==> src/rtl/core/hsv_pkg.sv <==
// shared types, constants and byte classification for the http syntax validator
// no dependencies
package hsv_pkg;

    // rule selection codes
    localparam logic [2:0] MODE_TOKEN   = 3'd0;
    localparam logic [2:0] MODE_SEGMENT = 3'd1;
    localparam logic [2:0] MODE_QUERY   = 3'd2;
    localparam logic [2:0] MODE_FIELD   = 3'd3;
    localparam logic [2:0] MODE_HOST    = 3'd4;

    // characters and limits
    localparam logic [7:0]  CHR_PERCENT     = 8'h25;
    localparam logic [7:0]  CHR_COLON       = 8'h3A;
    localparam logic [7:0]  CHR_SLASH       = 8'h2F;
    localparam logic [7:0]  CHR_QUESTION    = 8'h3F;
    localparam logic [7:0]  CHR_TAB         = 8'h09;
    localparam logic [7:0]  VISIBLE_MIN     = 8'h21;
    localparam logic [7:0]  MIDDLE_MIN      = 8'h20;
    localparam logic [1:0]  HEX_ESC_DIGITS  = 2'd2;
    localparam logic [16:0] PORT_MAX        = 17'h0ffff;
    localparam logic [16:0] PORT_SAT        = 17'h1ffff;
    localparam logic [2:0]  PORT_DIGITS_MAX = 3'd5;
    localparam logic [2:0]  PORT_DIGITS_SAT = 3'd6;

    // decoupling queue
    localparam int QUEUE_DEPTH = 2;
    localparam int QUEUE_AW    = (QUEUE_DEPTH > 1) ? $clog2(QUEUE_DEPTH) : 1;

    typedef struct packed {
        logic       tchar;
        logic       pchar;
        logic       sub_unres;
        logic       slash_q;
        logic       hex;
        logic       digit;
        logic       percent;
        logic       colon;
        logic       visible;
        logic       middle_ok;
        logic [3:0] digit_val;
    } byte_class_t;

    typedef struct packed {
        logic [2:0]  mode;
        logic        no_byte;
        logic        last;
        byte_class_t cls;
    } item_t;

    function automatic byte_class_t classify(input logic [7:0] b);
        byte_class_t c;
        logic        is_alpha;
        logic        tchar_sp;
        logic        sub_sp;
        c         = '0;
        c.digit   = (b >= 8'h30) && (b <= 8'h39);
        is_alpha  = ((b >= 8'h61) && (b <= 8'h7A)) || ((b >= 8'h41) && (b <= 8'h5A));
        c.hex     = c.digit || ((b >= 8'h61) && (b <= 8'h66)) ||
                    ((b >= 8'h41) && (b <= 8'h46));
        case (b) inside
            8'h21, 8'h23, 8'h24, 8'h25, 8'h26, 8'h27, 8'h2A, 8'h2B,
            8'h2D, 8'h2E, 8'h5E, 8'h5F, 8'h60, 8'h7C, 8'h7E: tchar_sp = 1'b1;
            default:                                        tchar_sp = 1'b0;
        endcase
        case (b) inside
            8'h2D, 8'h2E, 8'h5F, 8'h7E, 8'h21, 8'h24, 8'h26, 8'h27,
            8'h28, 8'h29, 8'h2A, 8'h2B, 8'h2C, 8'h3B, 8'h3D: sub_sp = 1'b1;
            default:                                        sub_sp = 1'b0;
        endcase
        c.tchar     = c.digit || is_alpha || tchar_sp;
        c.sub_unres = c.digit || is_alpha || sub_sp;
        c.pchar     = c.sub_unres || (b == CHR_COLON) || (b == 8'h40);
        c.slash_q   = (b == CHR_SLASH) || (b == CHR_QUESTION);
        c.percent   = (b == CHR_PERCENT);
        c.colon     = (b == CHR_COLON);
        c.visible   = (b >= VISIBLE_MIN);
        c.middle_ok = (b >= MIDDLE_MIN) || (b == CHR_TAB);
        c.digit_val = b[3:0];
        return c;
    endfunction

endpackage

==> src/rtl/core/hsv_if.sv <==
// handshake channel interfaces for the http syntax validator
// no dependencies
interface hsv_str_if;
    logic       valid;
    logic       ready;
    logic [7:0] data_byte;
    logic       no_byte;
    logic       last;

    modport source (output valid, data_byte, no_byte, last, input ready);
    modport sink   (input valid, data_byte, no_byte, last, output ready);
endinterface

interface hsv_res_if;
    logic valid;
    logic ready;
    logic valid_res;

    modport source (output valid, valid_res, input ready);
    modport sink   (input valid, valid_res, output ready);
endinterface

interface hsv_cfg_if;
    logic       valid;
    logic       ready;
    logic [2:0] rule_mode;

    modport source (output valid, rule_mode, input ready);
    modport sink   (input valid, rule_mode, output ready);
endinterface

==> src/rtl/core/hsv_front.sv <==
// front end: mode register, byte transfer and classification into queue items
// depends on hsv_pkg and hsv_if
module hsv_front (
    input  logic           clk,
    input  logic           rst_n,
    hsv_cfg_if.sink        cfg,
    hsv_str_if.sink        str,
    output logic           q_push,
    output hsv_pkg::item_t q_item,
    input  logic           q_full
);
    import hsv_pkg::*;

    logic [2:0] rule_mode_reg;
    logic [2:0] rule_mode_next;

    assign cfg.ready = 1'b1;
    assign str.ready = !q_full;

    always_comb
    begin
        rule_mode_next = rule_mode_reg;
        if (cfg.valid && cfg.ready)
        begin
            rule_mode_next = cfg.rule_mode;
        end
    end

    always_ff @(posedge clk or negedge rst_n)
    begin
        if (!rst_n)
        begin
            rule_mode_reg <= MODE_TOKEN;
        end
        else
        begin
            rule_mode_reg <= rule_mode_next;
        end
    end

    // each byte is tagged with the mode in force when it arrives
    assign q_push         = str.valid && str.ready;
    assign q_item.mode    = rule_mode_reg;
    assign q_item.no_byte = str.no_byte;
    assign q_item.last    = str.last;
    assign q_item.cls     = classify(str.data_byte);
endmodule

==> src/rtl/core/hsv_queue.sv <==
// small flop-based fifo between front and back
// depends on hsv_pkg
module hsv_queue (
    input  logic           clk,
    input  logic           rst_n,
    input  logic           push,
    input  hsv_pkg::item_t push_item,
    output logic           full,
    input  logic           pop,
    output hsv_pkg::item_t pop_item,
    output logic           empty
);
    import hsv_pkg::*;

    localparam logic [QUEUE_AW-1:0] PTR_LAST  = QUEUE_AW'(QUEUE_DEPTH - 1);
    localparam logic [QUEUE_AW:0]   COUNT_MAX = (QUEUE_AW + 1)'(QUEUE_DEPTH);

    item_t               mem [QUEUE_DEPTH];
    logic [QUEUE_AW-1:0] wr_ptr_reg;
    logic [QUEUE_AW-1:0] wr_ptr_next;
    logic [QUEUE_AW-1:0] rd_ptr_reg;
    logic [QUEUE_AW-1:0] rd_ptr_next;
    logic [QUEUE_AW:0]   count_reg;
    logic [QUEUE_AW:0]   count_next;
    logic                do_push;
    logic                do_pop;

    assign full     = (count_reg == COUNT_MAX);
    assign empty    = (count_reg == '0);
    assign do_push  = push && !full;
    assign do_pop   = pop && !empty;
    assign pop_item = mem[rd_ptr_reg];

    always_comb
    begin
        wr_ptr_next = wr_ptr_reg;
        rd_ptr_next = rd_ptr_reg;
        count_next  = count_reg;
        if (do_push)
        begin
            wr_ptr_next = (wr_ptr_reg == PTR_LAST) ? '0 : wr_ptr_reg + 1'b1;
        end
        if (do_pop)
        begin
            rd_ptr_next = (rd_ptr_reg == PTR_LAST) ? '0 : rd_ptr_reg + 1'b1;
        end
        if (do_push && !do_pop)
        begin
            count_next = count_reg + 1'b1;
        end
        else if (do_pop && !do_push)
        begin
            count_next = count_reg - 1'b1;
        end
    end

    always_ff @(posedge clk or negedge rst_n)
    begin
        if (!rst_n)
        begin
            wr_ptr_reg <= '0;
            rd_ptr_reg <= '0;
            count_reg  <= '0;
        end
        else
        begin
            wr_ptr_reg <= wr_ptr_next;
            rd_ptr_reg <= rd_ptr_next;
            count_reg  <= count_next;
        end
    end

    always_ff @(posedge clk)
    begin
        if (do_push)
        begin
            mem[wr_ptr_reg] <= push_item;
        end
    end
endmodule

==> src/rtl/core/hsv_back.sv <==
// back end: per-string rule state, final verdict and output register
// depends on hsv_pkg and hsv_if
module hsv_back (
    input  logic           clk,
    input  logic           rst_n,
    input  hsv_pkg::item_t q_item,
    input  logic           q_empty,
    output logic           q_pop,
    hsv_res_if.source      res
);
    import hsv_pkg::*;

    logic        failed_reg,         failed_next;
    logic [1:0]  hex_pending_reg,    hex_pending_next;
    logic        seen_byte_reg,      seen_byte_next;
    logic        prev_visible_reg,   prev_visible_next;
    logic        prev_middle_ok_reg, prev_middle_ok_next;
    logic        in_port_reg,        in_port_next;
    logic        host_nonempty_reg,  host_nonempty_next;
    logic [16:0] port_value_reg,     port_value_next;
    logic [2:0]  port_digits_reg,    port_digits_next;
    logic        out_valid_reg,      out_valid_next;
    logic        out_res_reg,        out_res_next;

    byte_class_t c;
    logic        esc_active;
    logic        esc_consumed;
    logic        esc_fail;
    logic [1:0]  esc_pending;
    logic [20:0] port_mul;
    logic [16:0] port_sat;
    logic        verdict;

    // a result only moves out when the output register is free or draining
    assign q_pop = !q_empty && (!q_item.last || !out_valid_reg || res.ready);
    assign c     = q_item.cls;

    // percent escape handling shared by segment, query and host
    assign esc_active   = (hex_pending_reg != 2'd0);
    assign esc_consumed = esc_active || c.percent;
    assign esc_fail     = esc_active && !c.hex;
    assign esc_pending  = esc_active ? hex_pending_reg - 2'd1 :
                          (c.percent ? HEX_ESC_DIGITS : hex_pending_reg);

    // port accumulate: value * 10 + digit, saturating
    assign port_mul = ({4'b0, port_value_reg} << 3) + ({4'b0, port_value_reg} << 1) +
                      {17'b0, c.digit_val};
    assign port_sat = (port_mul > {4'b0, PORT_SAT}) ? PORT_SAT : port_mul[16:0];

    always_comb
    begin
        failed_next         = failed_reg;
        hex_pending_next    = hex_pending_reg;
        seen_byte_next      = seen_byte_reg;
        prev_visible_next   = prev_visible_reg;
        prev_middle_ok_next = prev_middle_ok_reg;
        in_port_next        = in_port_reg;
        host_nonempty_next  = host_nonempty_reg;
        port_value_next     = port_value_reg;
        port_digits_next    = port_digits_reg;
        verdict             = 1'b0;

        if (!q_item.no_byte)
        begin
            unique case (q_item.mode)
                MODE_TOKEN:
                begin
                    if (!c.tchar)
                    begin
                        failed_next = 1'b1;
                    end
                end
                MODE_SEGMENT, MODE_QUERY:
                begin
                    hex_pending_next = esc_pending;
                    if (esc_consumed)
                    begin
                        if (esc_fail)
                        begin
                            failed_next = 1'b1;
                        end
                    end
                    else if (!c.pchar && !((q_item.mode == MODE_QUERY) && c.slash_q))
                    begin
                        failed_next = 1'b1;
                    end
                end
                MODE_FIELD:
                begin
                    if (!seen_byte_reg)
                    begin
                        if (!c.visible)
                        begin
                            failed_next = 1'b1;
                        end
                    end
                    else if (!prev_middle_ok_reg)
                    begin
                        failed_next = 1'b1;
                    end
                    prev_visible_next   = c.visible;
                    prev_middle_ok_next = c.middle_ok;
                end
                MODE_HOST:
                begin
                    if (in_port_reg)
                    begin
                        if (c.digit)
                        begin
                            port_value_next = port_sat;
                            if (port_digits_reg < PORT_DIGITS_SAT)
                            begin
                                port_digits_next = port_digits_reg + 3'd1;
                            end
                        end
                        else
                        begin
                            failed_next = 1'b1;
                        end
                    end
                    else if (!esc_active && c.colon)
                    begin
                        in_port_next = 1'b1;
                    end
                    else
                    begin
                        host_nonempty_next = 1'b1;
                        hex_pending_next   = esc_pending;
                        if (esc_consumed)
                        begin
                            if (esc_fail)
                            begin
                                failed_next = 1'b1;
                            end
                        end
                        else if (!c.sub_unres)
                        begin
                            failed_next = 1'b1;
                        end
                    end
                end
                default:
                begin
                end
            endcase
            seen_byte_next = 1'b1;
        end

        // verdict on the state after this item
        if (!failed_next)
        begin
            unique case (q_item.mode)
                MODE_TOKEN:               verdict = seen_byte_next;
                MODE_SEGMENT, MODE_QUERY: verdict = (hex_pending_next == 2'd0);
                MODE_FIELD:               verdict = !seen_byte_next || prev_visible_next;
                MODE_HOST:
                begin
                    if (!host_nonempty_next || (hex_pending_next != 2'd0))
                    begin
                        verdict = 1'b0;
                    end
                    else if (!in_port_next)
                    begin
                        verdict = 1'b1;
                    end
                    else
                    begin
                        verdict = (port_digits_next >= 3'd1) &&
                                  (port_digits_next <= PORT_DIGITS_MAX) &&
                                  (port_value_next >= 17'd1) &&
                                  (port_value_next <= PORT_MAX);
                    end
                end
                default:                  verdict = 1'b0;
            endcase
        end

        // end of string: clear running state
        if (q_item.last)
        begin
            failed_next         = 1'b0;
            hex_pending_next    = 2'd0;
            seen_byte_next      = 1'b0;
            prev_visible_next   = 1'b0;
            prev_middle_ok_next = 1'b0;
            in_port_next        = 1'b0;
            host_nonempty_next  = 1'b0;
            port_value_next     = '0;
            port_digits_next    = '0;
        end
    end

    always_comb
    begin
        out_valid_next = out_valid_reg;
        out_res_next   = out_res_reg;
        if (q_pop && q_item.last)
        begin
            out_valid_next = 1'b1;
            out_res_next   = verdict;
        end
        else if (res.ready)
        begin
            out_valid_next = 1'b0;
        end
    end

    always_ff @(posedge clk or negedge rst_n)
    begin
        if (!rst_n)
        begin
            failed_reg         <= 1'b0;
            hex_pending_reg    <= 2'd0;
            seen_byte_reg      <= 1'b0;
            prev_visible_reg   <= 1'b0;
            prev_middle_ok_reg <= 1'b0;
            in_port_reg        <= 1'b0;
            host_nonempty_reg  <= 1'b0;
            port_value_reg     <= '0;
            port_digits_reg    <= '0;
            out_valid_reg      <= 1'b0;
        end
        else
        begin
            if (q_pop)
            begin
                failed_reg         <= failed_next;
                hex_pending_reg    <= hex_pending_next;
                seen_byte_reg      <= seen_byte_next;
                prev_visible_reg   <= prev_visible_next;
                prev_middle_ok_reg <= prev_middle_ok_next;
                in_port_reg        <= in_port_next;
                host_nonempty_reg  <= host_nonempty_next;
                port_value_reg     <= port_value_next;
                port_digits_reg    <= port_digits_next;
            end
            out_valid_reg <= out_valid_next;
        end
    end

    always_ff @(posedge clk)
    begin
        out_res_reg <= out_res_next;
    end

    assign res.valid     = out_valid_reg;
    assign res.valid_res = out_res_reg;
endmodule

==> src/rtl/core/http_syntax_validator.sv <==
// top level of the http syntax validator: front end, queue and back end
// depends on hsv_pkg, hsv_if, hsv_front, hsv_queue and hsv_back
//
// Checks a string, one byte per transfer on str, against the rule held in
// the rule_mode register (token, uri segment, uri query, field line or host
// header) and gives one transfer on res with valid_res on the item marked
// last. The block takes one byte per clock cycle, sustained, as long as res
// keeps up; the last byte's item passes through the two-entry queue between
// the classifying front end and the back end that updates the per-string
// state, and its verdict is offered on res from the back end's output
// register, held there until it transfers.
// str.ready drops only when a verdict has waited on res and the queue has
// filled behind it. The cfg channel is always ready; write it only while no
// string is in flight. The per-string state clears after every last item.
module http_syntax_validator (
    input  logic      clk,
    input  logic      rst_n,
    hsv_cfg_if.sink   cfg,
    hsv_str_if.sink   str,
    hsv_res_if.source res
);
    import hsv_pkg::*;

    // front to queue
    logic  q_push;
    item_t q_push_item;
    logic  q_full;

    // queue to back
    logic  q_pop;
    item_t q_pop_item;
    logic  q_empty;

    // mode register, byte transfer and classification
    hsv_front u_front (
        .clk    (clk),
        .rst_n  (rst_n),
        .cfg    (cfg),
        .str    (str),
        .q_push (q_push),
        .q_item (q_push_item),
        .q_full (q_full)
    );

    // decouples byte intake from result back-pressure
    hsv_queue u_queue (
        .clk       (clk),
        .rst_n     (rst_n),
        .push      (q_push),
        .push_item (q_push_item),
        .full      (q_full),
        .pop       (q_pop),
        .pop_item  (q_pop_item),
        .empty     (q_empty)
    );

    // rule state, verdict and output register
    hsv_back u_back (
        .clk     (clk),
        .rst_n   (rst_n),
        .q_item  (q_pop_item),
        .q_empty (q_empty),
        .q_pop   (q_pop),
        .res     (res)
    );
endmodule

==> src/flat_wrapper.sv <==
// flat-port wrapper written by rule: the top's interface ports become plain ports
module http_syntax_validator_flat import hsv_pkg::*;
  (clk, rst_n, cfg_valid, cfg_rule_mode, cfg_ready, str_valid, str_data_byte, str_no_byte, str_last, str_ready, res_valid, res_valid_res, res_ready);
  hsv_cfg_if cfg_i ();
  hsv_str_if str_i ();
  hsv_res_if res_i ();
  input  logic clk;
  input  logic rst_n;
  input wire logic [$bits(cfg_i.valid)-1:0] cfg_valid;
  input wire logic [$bits(cfg_i.rule_mode)-1:0] cfg_rule_mode;
  output wire logic [$bits(cfg_i.ready)-1:0] cfg_ready;
  input wire logic [$bits(str_i.valid)-1:0] str_valid;
  input wire logic [$bits(str_i.data_byte)-1:0] str_data_byte;
  input wire logic [$bits(str_i.no_byte)-1:0] str_no_byte;
  input wire logic [$bits(str_i.last)-1:0] str_last;
  output wire logic [$bits(str_i.ready)-1:0] str_ready;
  output wire logic [$bits(res_i.valid)-1:0] res_valid;
  output wire logic [$bits(res_i.valid_res)-1:0] res_valid_res;
  input wire logic [$bits(res_i.ready)-1:0] res_ready;
  assign cfg_i.valid = cfg_valid;
  assign cfg_i.rule_mode = cfg_rule_mode;
  assign cfg_ready = cfg_i.ready;
  assign str_i.valid = str_valid;
  assign str_i.data_byte = str_data_byte;
  assign str_i.no_byte = str_no_byte;
  assign str_i.last = str_last;
  assign str_ready = str_i.ready;
  assign res_valid = res_i.valid;
  assign res_valid_res = res_i.valid_res;
  assign res_i.ready = res_ready;
  http_syntax_validator u_core (.clk(clk), .rst_n(rst_n), .cfg(cfg_i), .str(str_i), .res(res_i));
endmodule
==> config.mk <==
export PLATFORM = sky130hd
export DESIGN_NAME = http_syntax_validator_flat
export DESIGN_NICKNAME = d
export VERILOG_FILES = /design/src/rtl/core/hsv_pkg.sv /design/src/rtl/core/hsv_if.sv /design/src/rtl/core/hsv_front.sv /design/src/rtl/core/hsv_queue.sv /design/src/rtl/core/hsv_back.sv /design/src/rtl/core/http_syntax_validator.sv /design/src/flat_wrapper.sv
export SDC_FILE = /design/constraint.sdc
export NUM_CORES = 1
export LEC_CHECK = 0
export ABC_CLOCK_PERIOD_IN_PS = 17300
export BUFFER_PORTS_ARGS = -buffer_cell sky130_fd_sc_hd__buf_2
export CAP_MARGIN = 20
export CORE_ASPECT_RATIO = 1.2
export CORE_MARGIN = 2
export CORE_UTILIZATION = 30
export CTS_BUF_LIST = sky130_fd_sc_hd__clkbuf_16
export DETAILED_ROUTE_END_ITERATION = 16
export GPL_ROUTABILITY_DRIVEN = 0
export PLACE_DENSITY_LB_ADDON = 0.05
export SKIP_CTS_REPAIR_TIMING = 1
export SLEW_MARGIN = 20
export SYNTH_ARGS = -nofsm -noshare
export SYNTH_HDL_FRONTEND = slang
export SYNTH_SLANG_ARGS = --single-unit
==> constraint.sdc <==
create_clock -name clk -period 17.3 [get_ports clk]
set_input_delay 3.46 -clock clk [delete_from_list [all_inputs] [get_ports clk]]
set_output_delay 3.46 -clock clk [all_outputs]
set_load 0.005 [all_outputs]
# After elaboration in Yosys (flattened, before gate mapping)
# Memories as Yosys holds them, arrays and structs flattened.
# Cells that the tools add are included.
classes:
  n_mux: 65
  n_addsub: 8
  magnitude_cmp: 16
  n_reduce_logical: 58
  eq_ne: 31
ops:
  columns: ["operator", "n"]
  rows:
  - ["equality test 8 x 6 -> 1 bit (second input constant)", 18]
  - ["2-to-1 mux 17 bit", 6]
  - ["equality test 8 x 7 -> 1 bit (second input constant)", 6]
  - ["2-to-1 mux 1 bit", 42]
  - ["<= comparator 8 x 7 -> 1 bit (second input constant)", 4]
  - ["OR reduction 15 bit", 2]
  - ["greater-or-equal comparator 8 x 6 -> 1 bit (second input constant)", 3]
  - ["adder 20 x 18 -> 21 bit", 1]
  - ["adder 21 x 4 -> 21 bit", 1]
  - ["greater-than comparator 21 x 17 -> 1 bit (second input constant)", 1]
  - ["logical AND 1 bit", 19]
  - ["2-to-1 mux 3 bit", 6]
  - ["greater-or-equal comparator 17 x 1 -> 1 bit (second input constant)", 1]
  - ["<= comparator 17 x 16 -> 1 bit (second input constant)", 1]
  - ["greater-or-equal comparator 8 x 7 -> 1 bit (second input constant)", 2]
  - ["2-to-1 mux 2 bit", 8]
  - ["logical OR 1 bit", 15]
  - ["zero test 1 bit", 12]
  - ["nonzero test 2 bit", 5]
  - ["equality test 8 x 4 -> 1 bit (second input constant)", 1]
  - ["<= comparator 8 x 6 -> 1 bit (second input constant)", 1]
  - ["one-hot mux 1 bit (4 select lines)", 2]
  - ["equality test 3 x 2 -> 1 bit (second input constant)", 2]
  - ["zero test 2 bit", 2]
  - ["other kinds (15)", 17]
word_totals:
  input_bits: 18
  elab_cells: 194
  output_inout_bits: 4
  memories: 1
  mem_bits_rw: 38
  regBits: 37
mem_list:
  columns: ["name", "words", "word_bits", "rd", "rd_ports_with_merged_regs", "write_ports", "line_no", "text"]
  rows:
  - ["u_core.u_queue.mem", 2, 19, 1, 0, 1, "hsv_queue.sv:18", "item_t mem [QUEUE_DEPTH];"]

# Longest topological paths before layout
# Gate-level depths: netlist of the first run.
depth:
  depth_word: 14
  ltp_mapped: 17
  mapped_depth_nobuf: 13

# Modules after synthesis
# Synthesis of the first run repeated with hierarchy kept, for this count alone.
unflattened:
  cells_unflattened: 525
  hier_area_um2: 5196.2
modules_own_cells:
  columns: ["mod", "instances", "seq_area_each_um2", "cells_per_inst", "area_each_um2"]
  rows:
  - ["hsv_back", 1, 755.7, 370, 3059.2]
  - ["hsv_queue", 1, 1241.2, 78, 1566.5]
  - ["hsv_front", 1, 75.1, 77, 570.5]

# Worst setup path after synthesis of the first run
# Ideal clock, no wire load.
synth_timing:
  path_kind: "reg2reg"
  from: "reg u_core.u_queue.rd_ptr_reg"
  to: "reg u_core.u_back.out_res_reg (netlist: u_core.u_back.res.valid_res) (data pin)"
  path_stages_with_launch: 17
  synth_period_minus_slack_ps: 5421
  n_path_buf: 4
  arrival_ps: 5156
  setup_time_ps: 265
  setup_slack_ps: 11879
  required_ps: 17035
  cell_sequence: "dfrtp_1 buf_1 clkbuf_1 buf_1 mux2_2 fa_1 fa_1 a211oi_1 o211ai_1 a21o_1 a211oi_1 nor2_1 or4_4 buf_6 o32a_1 nor4_2 a21oi_1"
synth_between:
  elab_chain_len: 14
  elab_cells_between_ends: 72
  cone_classes: "add/sub: 1; order compare: 5; eq/ne: 4; mux: 42; reduce/logical: 19; memory: 1"
synth_rtl:
  columns: ["element", "line_no", "text"]
  rows:
  - ["start: declaration", "hsv_queue.sv:21", "logic [QUEUE_AW-1:0] rd_ptr_reg;"]
  - ["start signal: assignment", "hsv_queue.sv:68", "rd_ptr_reg <= rd_ptr_next;"]
  - ["memory read (2 x 19 bit) (*)", null, null]
  - ["adder 21 x 4 -> 21 bit", "hsv_back.sv:46", "assign port_mul = ({4'b0, port_value_reg} << 3) + ({4'b0, port_value_reg} << 1) +"]
  - ["greater-than comparator 21 x 17 -> 1 bit", "hsv_back.sv:48", "assign port_sat = (port_mul > {4'b0, PORT_SAT}) ? PORT_SAT : port_mul[16:0];"]
  - ["2-to-1 mux 17 bit", "hsv_back.sv:48", null]
  - ["2-to-1 mux 17 bit", "hsv_back.sv:108", "if (c.digit)"]
  - ["2-to-1 mux 17 bit", "hsv_back.sv:106", "if (in_port_reg)"]
  - ["2-to-1 mux 17 bit", "hsv_back.sv:65", "unique case (q_item.mode)"]
  - ["2-to-1 mux 17 bit", "hsv_back.sv:63", "if (!q_item.no_byte)"]
  - ["greater-or-equal comparator 17 x 1 -> 1 bit", "hsv_back.sv:170", "(port_value_next >= 17'd1) &&"]
  - ["logical AND 1 bit", "hsv_back.sv:169", "(port_digits_next <= PORT_DIGITS_MAX) &&"]
  - ["logical AND 1 bit", "hsv_back.sv:170", null]
  - ["2-to-1 mux 1 bit", "hsv_back.sv:162", "else if (!in_port_next)"]
  - ["2-to-1 mux 1 bit", "hsv_back.sv:158", "if (!host_nonempty_next || (hex_pending_next != 2'd0))"]
  - ["one-hot mux 1 bit (4 select lines)", "hsv_back.sv:152", "unique case (q_item.mode)"]
  - ["end signal: assignment", "hsv_back.sv:243", "out_res_reg <= out_res_next;"]
  - ["end: declaration", "hsv_back.sv:23", "logic out_res_reg, out_res_next;"]
# Mark *: on every way between the ends. The rest lies on a longest branch, timed or not.
# A chain may end at the register's enable or synchronous reset.

# Final worst setup path of the first run
# Same ends and word-level chain as after synthesis.

==> results of run 1 <==
## final cells by class
cell class | count | area (um^2) | share of cell area (%)
multi-input cells | 446 | 3050 | 51.5
well taps | 220 | 275 | 4.64
repair buffers | 25 | 138 | 2.32
clock buffers | 9 | 225 | 3.80
clock inverters | 7 | 81.3 | 1.37
flip-flops and latches | 75 | 2070 | 35.0
inverters | 22 | 82.6 | 1.39
## power groups by stage
stage / Sequential, mW / Clock [mW] / Combinational (mW)
after detailed placement: 0.256 / 0 / 0.234
after floorplan: 0.248 / 0 / 0.166
final: 0.252 / 0.196 / 0.229
after CTS: 0.253 / 0.200 / 0.235
after global placement: 0.256 / 0 / 0.232
after global routing: 0.257 / 0.207 / 0.261
## through the flow
stage          utilization [%]  area (um^2)
2_1_floorplan                -         5320
3_3_place_gp              32.2         5620
3_5_place_dp              32.2         5620
4_1_cts                   34.0         5930
5_1_grt                   34.0         5930
6_report                  34.0         5930
## logic make-up (layout without fill, tap and decap cells)
| kind of cell | Yosys count | in the layout |
|---|---|---|
| fa+ha+maj | 37 | 37 |
| other cells | 1 | 1 |
| compound gates | 186 | 186 |
| mux | 21 | 21 |
| flops | 75 | 75 |
| buf+inv | 48 | 63 |
| xor+xnor | 23 | 23 |
| simple gates | 178 | 178 |
## cells in the final DEF, fill, tap and decap left out, types with 6 or more instances in the layout
cell	netlist	layout
nor3_1	15	15
o21ai_0	48	48
inv_1	22	22
mux2i_1	12	12
ha_1	35	35
o21a_1	7	7
a21oi_1	36	36
a21o_1	12	12
and2_1	6	6
clkbuf_16	0	9
xor2_1	9	9
nor2_1	40	40
dfrtp_1	36	36
edfxtp_1	39	39
nor4_1	9	9
mux2_2	9	9
nand2_1	52	52
o211ai_1	6	6
o221ai_1	7	7
buf_2	3	20
a31oi_1	9	9
xnor2_1	14	14
nand3_1	12	12
nand2b_1	6	6
## layer usage
| layer | vias up | wire length (um) |
|---|---|---|
| met5 | - | 0 |
| met4 | 0 | 323 |
| met3 | 22 | 354 |
| met2 | 74 | 7640 |
| met1 | 2189 | 6580 |
| li1 | 2200 | - |
## worst max-delay path, cell delays in order, from the launching register on
cell	delay, ps
dfrtp_1	320
buf_4	350
mux2_2	420
fa_1	390
ha_1	270
a221oi_1	590
a21oi_1	300
o2111ai_1	260
o211ai_1	420
or4_4	770
o32a_1	390
nor4_2	260
a21oi_1	100
## path summary, 6_finish.rpt
kind / startpoint / to / slack, ps / cells after the start
min in group asynchronous: rst_n / u_core.u_queue.wr_ptr_reg$_DFFE_PN0P_ / 3260 / 1
max in group asynchronous: rst_n / u_core.u_back.port_value_reg[16]$_DFFE_PN0P_ / 13440 / 1
setup / recovery: u_core.u_queue.rd_ptr_reg$_DFFE_PN0P_ / u_core.u_back.res.valid_res$_SDFFCE_PP0P_ / 12190 / 12
hold / removal: u_core.u_front.rule_mode_reg[1]$_DFFE_PN0P_ / u_core.u_queue.mem[0][17]$_DFFE_PP_ / 470 / 0
setup reg to reg: u_core.u_queue.rd_ptr_reg$_DFFE_PN0P_ / u_core.u_back.res.valid_res$_SDFFCE_PP0P_ / 12190 / 12
hold reg to reg: u_core.u_front.rule_mode_reg[1]$_DFFE_PN0P_ / u_core.u_queue.mem[0][17]$_DFFE_PP_ / 470 / 0
==> impl_metrics.py, run 1 <==
metrics = {
    "logic_synthesis": {
        "synthXorXnorAreaFrac_pct": 3.78,
        "synth_area_per_cell_um2": 9.36,
        "syn_nets": 624,
        "async_flop_share_pct": 48.0,
        "yosysTopAreaCellShare_pct": 22.0,
        "synth_mux_area_share_pct": 4.16,
        "netlist_area_um2": 5320,
        "ys_types": 72,
        "synth_ff_type": "edfxtp_1",
        "synth_area_leaders": "edfxtp_1 (22%), dfrtp_1 (17%), ha_1 (8.2%)",
        "yosysWarnings": 0,
        "synth_edf_count": 39,
        "synth_top_family_by_area": "compound AO/OA/AOI/OAI gates",
        "synth-simple-area-share_pct": 17.0,
        "ys_ff_latch": 75,
        "post-synth-top-count-cell": "nand2_1",
        "seq_area_frac_synth_pct": 38.9,
        "netlist_instances": 569,
        "yosys.area.top_type": "edfxtp_1",
        "yosys-top-cells-count": "nand2_1 (52), o21ai_0 (48), nor2_1 (40)",
        "synth-compound-area-share_pct": 23.4,
        "synthAdderAreaFrac_pct": 8.98,
    },
    "power": {
        "p_switching_uw": 250,
        "vdd_drop_max_mv": 0.0575,
        "swShare_pct": 36.9,
        "clockPowerShare_pct": 28.9,
        "p_seq_share_pct": 37.2,
        "finalPower_uw": 678,
        "power.density_nw_per_um2": 114,
        "power.internal_uw": 427,
        "p_comb_share_pct": 33.9,
        "leakage_nw": 2.48,
    },
    "route": {
        "wl_per_cell_um": 18.5,
        "ant_nets": 0,
        "wl_um": 14900,
        "vias": 4485,
        "via_per_inst": 5.58,
        "drc": 0,
        "initialDrtViolationCount": 264,
        "firstDrtPassIters": 4,
    },
    "timing": {
        "hold_viol_final": 0,
        "period_share_pct": 29.5,
        "max_freq_ghz": 0.196,
        "maxSlewViolCount": 0,
        "tightest_slew_ps": 973,
        "setup_viol": 0,
        "finalSetupTns_ps": 0,
        "finClkSkew_ps": 9.34,
        "fin_ws_ps": 12190,
        "period_minus_slack_ps": 5110,
        "rsz0062_at_grt": "false",
        "holdWs_ps": 470,
        "max_slew_margin_pct": 34.8,
    },
    "cells_and_area": {
        "area_growth_pct": 11.3,
        "diodes": 0,
        "layout.cells.non_filler": 804,
        "final_layout_size_suffix_gt1_share_pct": 10.3,
        "num-fill-cells": 1870,
        "largest_reg_flops": 38,
        "nets": 634,
    },
    "place": {
        "dp_slack_ps": 11840,
        "dp_hpwl_um": 11300,
        "dp.cells": 788,
        "portBuffers": 20,
    },
    "clock_tree": {
        "cts_buffers": 9,
        "htree_num_levels": 3,
        "cts_buffer_depth": 2,
        "clk_latency_ps": 340,
        "cts_tree": "built",
        "cts-root-buf": "clkbuf_16",
        "numClockSinks": 75,
        "path_clk_slew_ps": 70,
    },
    "setup_path": {
        "endpoint_kind": "register",
        "path_max_fanout": 32,
        "critPathLaunchType": "register",
        "cp_data_required_time_ps": 17380,
        "cp.arrival_ps": 5190,
        "critPathKind": "register to register",
    },
    "grt": {
        "gr-usage-met3_pct": 2.15,
        "overflow": 0,
        "antenna_found_initial": 0,
        "use_met1_pct": 19.3,
        "busiest_layer": "met2",
        "first_global_vias": 4421,
        "grt_usage_pct": 16.2,
        "grt_pass1_wl_um": 23900,
        "grtUsageMet2_pct": 29.8,
        "grt_max_degree": 37,
    },
    "floorplan": {
        "io_pins": 22,
        "dieArea_um2": 18800,
        "initial_core_util_pct": 30.5,
        "die_h_um": 150,
        "coreArea_um2": 17400,
        "num_rows": 53,
        "fp.dieW_um": 126,
    },
    "hold_path": {
        "hp-class": "register to register",
    },
    "job": {
        "drv_cap": 0,
    },
    "status": {
        "status": "finished clean",
    },
}
Note: power is estimated with default switching activity, not from simulation.
==> run 2: changes to the inputs <==
Settings changed: ABC_CLOCK_PERIOD_IN_PS 17300 to 4100.
Clock period 17.3 ns to 4.1 ns, I/O delays scaled along.
==> impl_metrics.py, run 2 (synthesis results as in run 1) <==
metrics = {
    "timing": {
        "holdWs_ps": 471,
        "fin_ws_ps": 19.0,
        "finClkSkew_ps": 10.3,
        "rsz0062_at_grt": "true",
        "max_slew_margin_pct": 37.4,
        "finalSetupTns_ps": 0,
        "period_minus_slack_ps": 4080,
        "period_share_pct": 99.5,
        "setup_viol": 0,
        "hold_viol_final": 0,
        "max_freq_ghz": 0.245,
        "maxSlewViolCount": 0,
        "tightest_slew_ps": 938,
    },
    "setup_path": {
        "crit_chain": "mux2_4 -> fa_1 -> fa_2 -> a211oi_2 -> o211ai_1 -> a21o_1 -> a211oi_4 -> nor2_4 -> o41ai_1 -> nand4_1 -> nor4_1 -> a21oi_1",
        "r2r_end": "u_core.u_back.res.valid_res$_SDFFCE_PP0P_",
        "endpoint_kind": "register",
        "cp_slowest_stage_delay_ps": 570,
        "r2r_cells": 12,
        "cp.arrival_ps": 4160,
        "cp_top_family": "compound AO/OA/AOI/OAI gates",
        "critPathBufInv": 0,
        "critPathLaunchType": "register",
        "timing.rr.start": "u_core.u_queue.rd_ptr_reg$_DFFE_PN0P_",
        "critPathKind": "register to register",
        "cp_data_required_time_ps": 4180,
        "path_max_fanout": 9,
        "cpMaxStageDelayCell": "o41ai_1",
        "r2r_slack_ps": 20,
    },
    "power": {
        "power.internal_mw": 1.81,
        "clockPowerShare_pct": 27.9,
        "power.density_nw_per_um2": 467,
        "vdd_drop_max_mv": 0.261,
        "p_switching_mw": 1.05,
        "leakage_nw": 2.57,
        "p_comb_share_pct": 34.7,
        "p_seq_share_pct": 37.4,
        "finalPower_mw": 2.86,
        "swShare_pct": 36.6,
    },
    "clock_tree": {
        "path_clk_slew_ps": 60,
        "cts_buffer_depth": 2,
        "htree_num_levels": 3,
        "cts_tree": "built",
        "numClockSinks": 75,
        "clk_latency_ps": 340,
        "cts_buffers": 9,
        "cts-root-buf": "clkbuf_16",
    },
    "route": {
        "vias": 4504,
        "via_per_inst": 5.48,
        "wl_um": 15200,
        "ant_nets": 0,
        "met3_length_um": 354,
        "routed.top_layer": "met4",
        "wl_met2_um": 7990,
        "drt-met1-wl_um": 6470,
        "firstDrtPassIters": 6,
        "initialDrtViolationCount": 233,
        "wl_per_cell_um": 18.5,
        "drc": 0,
    },
    "hold_path": {
        "hp-start": "u_core.u_front.rule_mode_reg[0]$_DFFE_PN0P_",
        "hp-class": "register to register",
        "hold_depth": 0,
        "min_to": "u_core.u_queue.mem[1][16]$_DFFE_PP_",
    },
    "cells_and_area": {
        "final_cell_mix": "nand2_1 (52), o21ai_0 (47), nor2_1 (39), edfxtp_1 (39), dfrtp_1 (36)",
        "final_layout_size_suffix_gt1_share_pct": 14.3,
        "diodes": 0,
        "postLayoutCellArea_um2": 6120,
        "final_common_cell": "nand2_1",
        "largest_reg_flops": 38,
        "layout.cells.non_filler": 822,
        "area_growth_pct": 14.9,
        "nets": 652,
        "postLayoutCoreUtil_pct": 35.1,
    },
    "job": {
        "drv_cap": 0,
    },
    "floorplan": {
        "num_rows": 53,
        "fp.dieW_um": 126,
        "io_pins": 22,
        "coreArea_um2": 17400,
        "die_h_um": 150,
        "dieArea_um2": 18800,
        "initial_core_util_pct": 30.5,
    },
    "grt": {
        "grt_pass1_wl_um": 24200,
        "antenna_found_initial": 0,
        "grt_max_degree": 37,
        "overflow": 0,
        "first_global_vias": 4467,
        "grt_usage_pct": 16.5,
    },
    "place": {
        "dp_slack_ps": 5.83,
        "portBuffers": 20,
        "dp_hpwl_um": 11600,
        "dp.cells": 805,
        "dpl_cell_area_um2": 5770,
    },
    "status": {
        "status": "finished clean",
    },
}
run 2: layout make-up:
| class | instances | area [um^2] |
|---|---|---|
| clock buffers | 9 | 225 |
| fillers | 1788 | 11300 |
| inverters | 22 | 82.6 |
| well taps | 220 | 275 |
| clock inverters | 7 | 75.1 |
| multi-input cells | 446 | 3110 |
| flip-flops and latches | 75 | 2070 |
| repair buffers | 43 | 273 |
run 2: per-layer routing:
layer	GRT usage [%]	vias up
met5	0	-
met4	6.61	0
met3	2.07	27
met2	30.6	68
met1	19.2	2183
li1	-	2226
run 2: power by group through the flow:
stage               Clock, mW  Sequential (mW)  Combinational, mW
floorplan                   0             1.05              0.746
global placement            0             1.08              0.997
detailed placement          0             1.08               1.00
CTS                     0.829             1.07               1.01
global route            0.859             1.09               1.12
finish                  0.798             1.07              0.992
run 2: how the worst max path moves through the flow:
stage                                          start  cells after the start                                         to
6_report       u_core.u_queue.rd_ptr_reg$_DFFE_PN0P_                     12  u_core.u_back.res.valid_res$_SDFFCE_PP0P_
5_1_grt        u_core.u_queue.rd_ptr_reg$_DFFE_PN0P_                     12  u_core.u_back.res.valid_res$_SDFFCE_PP0P_
4_1_cts        u_core.u_queue.rd_ptr_reg$_DFFE_PN0P_                     13  u_core.u_back.res.valid_res$_SDFFCE_PP0P_
3_5_place_dp   u_core.u_queue.rd_ptr_reg$_DFFE_PN0P_                     13  u_core.u_back.res.valid_res$_SDFFCE_PP0P_
3_3_place_gp   u_core.u_queue.rd_ptr_reg$_DFFE_PN0P_                     13  u_core.u_back.res.valid_res$_SDFFCE_PP0P_
2_1_floorplan  u_core.u_queue.rd_ptr_reg$_DFFE_PN0P_                     16  u_core.u_back.res.valid_res$_SDFFCE_PP0P_
==> run 3: changes to the inputs <==
Settings changed: SYNTH_HIERARCHICAL set to 1.
==> impl_metrics.py, run 3 <==
metrics = {
    "status": {
        "status": "finished clean",
    },
    "logic_synthesis": {
        "synth_ff_type": "edfxtp_1",
        "synth_area_leaders": "edfxtp_1 (23%), dfrtp_1 (17%), ha_1 (8.4%)",
        "seq_area_frac_synth_pct": 39.9,
        "ys_types": 79,
        "async_flop_share_pct": 48.0,
        "yosys.area.top_type": "edfxtp_1",
        "yosysTopAreaCellShare_pct": 22.5,
        "yosysWarnings": 6,
        "syn_nets": 580,
        "netlist_area_um2": 5200,
        "synth_edf_count": 39,
        "post-synth-top-count-cell": "nor2_1",
        "synth_area_per_cell_um2": 9.90,
        "netlist_instances": 525,
        "ys_ff_latch": 75,
        "yosys-top-cells-count": "nor2_1 (47), o21ai_0 (42), a21oi_1 (39), edfxtp_1 (39), dfrtp_1 (36)",
    },
    "timing": {
        "period_minus_slack_ps": 3870,
        "max_slew_margin_pct": 35.1,
        "hold_viol_final": 0,
        "max_freq_ghz": 0.259,
        "rsz0062_at_grt": "false",
        "period_share_pct": 94.3,
        "maxSlewViolCount": 0,
        "tightest_slew_ps": 974,
        "setup_viol": 0,
        "finClkSkew_ps": 10.3,
        "finalSetupTns_ps": 0,
    },
    "route": {
        "via_per_inst": 5.38,
        "ant_nets": 0,
        "vias": 4060,
        "firstDrtPassIters": 5,
        "wl_um": 13200,
        "initialDrtViolationCount": 171,
        "wl_per_cell_um": 17.5,
        "drc": 0,
    },
    "clock_tree": {
        "clk_latency_ps": 330,
        "numClockSinks": 75,
        "cts_buffers": 9,
        "path_clk_slew_ps": 60,
        "htree_num_levels": 3,
        "cts-root-buf": "clkbuf_16",
        "cts_buffer_depth": 2,
        "cts_tree": "built",
    },
    "setup_path": {
        "cp_data_required_time_ps": 4160,
        "timing.rr.start": "u_core/u_queue/rd_ptr_reg$_DFFE_PN0P_",
        "endpoint_kind": "register",
        "cp_slowest_stage_delay_ps": 510,
        "cpMaxStageDelayCell": "fa_1",
        "path_max_fanout": 11,
        "cp_top_family": "compound AO/OA/AOI/OAI gates",
        "critPathLaunchType": "register",
        "critPathKind": "register to register",
        "crit_top_cell": "fa_1",
        "crit_chain": "mux2_1 -> fa_1 -> inv_1 -> fa_1 -> nand2b_1 -> a21oi_2 -> o41ai_1 -> mux2_2 -> nor2_1 -> nand4_1 -> buf_6 -> nor3_1 -> o22a_1 -> a41oi_1",
        "crit_path_start": "u_core/u_queue/rd_ptr_reg$_DFFE_PN0P_",
        "critPathBufInv": 2,
        "cp.arrival_ps": 3930,
    },
    "floorplan": {
        "initial_core_util_pct": 30.7,
        "coreArea_um2": 16900,
        "die_h_um": 148,
        "dieArea_um2": 18400,
        "fp.dieW_um": 124,
        "io_pins": 22,
        "num_rows": 52,
    },
    "cells_and_area": {
        "largest_reg_flops": 38,
        "multi_input_area_um2": 2890,
        "final_cell_mix": "nor2_1 (47), o21ai_0 (42), edfxtp_1 (39)",
        "final_common_cell": "nor2_1",
        "nets": 589,
        "final_layout_size_suffix_gt1_share_pct": 13.0,
        "area_growth_pct": 12.3,
        "postLayoutCoreUtil_pct": 34.5,
        "final-seq-area_um2": 2070,
        "diodes": 0,
        "num-fill-cells": 1779,
    },
    "hold_path": {
        "hp-class": "register to register",
        "hp-start": "u_core/u_front/rule_mode_reg[1]$_DFFE_PN0P_",
    },
    "job": {
        "drv_cap": 0,
    },
    "power": {
        "vdd_drop_max_mv": 0.217,
        "power.density_nw_per_um2": 504,
        "leakage_nw": 2.47,
    },
    "grt": {
        "antenna_found_initial": 0,
        "grt_max_degree": 37,
        "overflow": 0,
        "first_global_vias": 4060,
        "grt_pass1_wl_um": 21400,
        "grt_usage_pct": 15.0,
    },
    "place": {
        "portBuffers": 20,
        "dp_hpwl_um": 9700,
    },
}
[run 3: cell count changes after synthesis, moves of 6 or more]
cell / previous run / this run
mux2_1: 0 / 19
inv_1: 22 / 16
o21ai_0: 48 / 42
nor2_1: 40 / 47
o221ai_1: 7 / 0
nand2_1: 52 / 25
buf_4: 2 / 9
mux2i_1: 12 / 2
[run 3: power by group]
group / internal [mW] / switching, mW / total [mW]
combinational: 0.373 / 0.629 / 1.00
sequential: 0.963 / 0.0721 / 1.04
clock: 0.601 / 0.299 / 0.900
total: 1.94 / 1.00 / 2.94
[run 3: worst paths after layout]
check	end	slack [ps]	cells past startpoint
setup / recovery	u_core/u_back/res.valid_res$_SDFFCE_PN0P_	230	14
hold / removal	u_core/u_queue/mem[0][17]$_DFFE_PP_	470	0
setup reg to reg	u_core/u_back/res.valid_res$_SDFFCE_PN0P_	230	14
hold reg to reg	u_core/u_queue/mem[0][17]$_DFFE_PP_	470	0
max in group asynchronous	u_core/u_back/prev_middle_ok_reg$_DFFE_PN0P_	2910	1
min in group asynchronous	u_core/u_front/rule_mode_reg[1]$_DFFE_PN0P_	610	1
[run 3: kinds of logic after synthesis]
logic type | Yosys count | share of synthesized area [%]
multiplexers | 25 | 5.37
XOR/XNOR | 20 | 3.37
other | 1 | 0.0722
buffers and inverters | 50 | 4.79
AO/OA/AOI/OAI | 162 | 20.7
flip-flops | 75 | 39.9
AND/OR/NAND/NOR | 155 | 16.6
adder cells (fa/ha/maj) | 37 | 9.20
[run 3: stage by stage]
step	power (mW)	hold WS (ps)	setup WS [ps]	area (um^2)	cells
detailed placement	2.07	458	174	5450	737
CTS	2.99	472	158	5800	753
global route	3.13	486	3.53	5830	755
global placement	2.07	447	215	5450	737
floorplan	1.77	438	363	5200	525
finish	2.94	470	234	5830	755
[run 3: metal layers]
metal,vias to the layer above,part of all wire (%),GRT usage (%)
met5,-,0,0
met4,0,1.3,4.04
met3,11,2.0,2.07
met2,63,52,26.5
met1,1998,45,19.0
li1,1988,-,-
[run 3: area by class of cell]
cell class	count	area share, %
Clock inverter	5	1.22
Multi-Input combinational cell	400	49.6
Clock buffer	11	4.72
Inverter	17	1.09
Sequential cell	75	35.5
Timing Repair Buffer	31	3.20
Tap cell	216	4.63
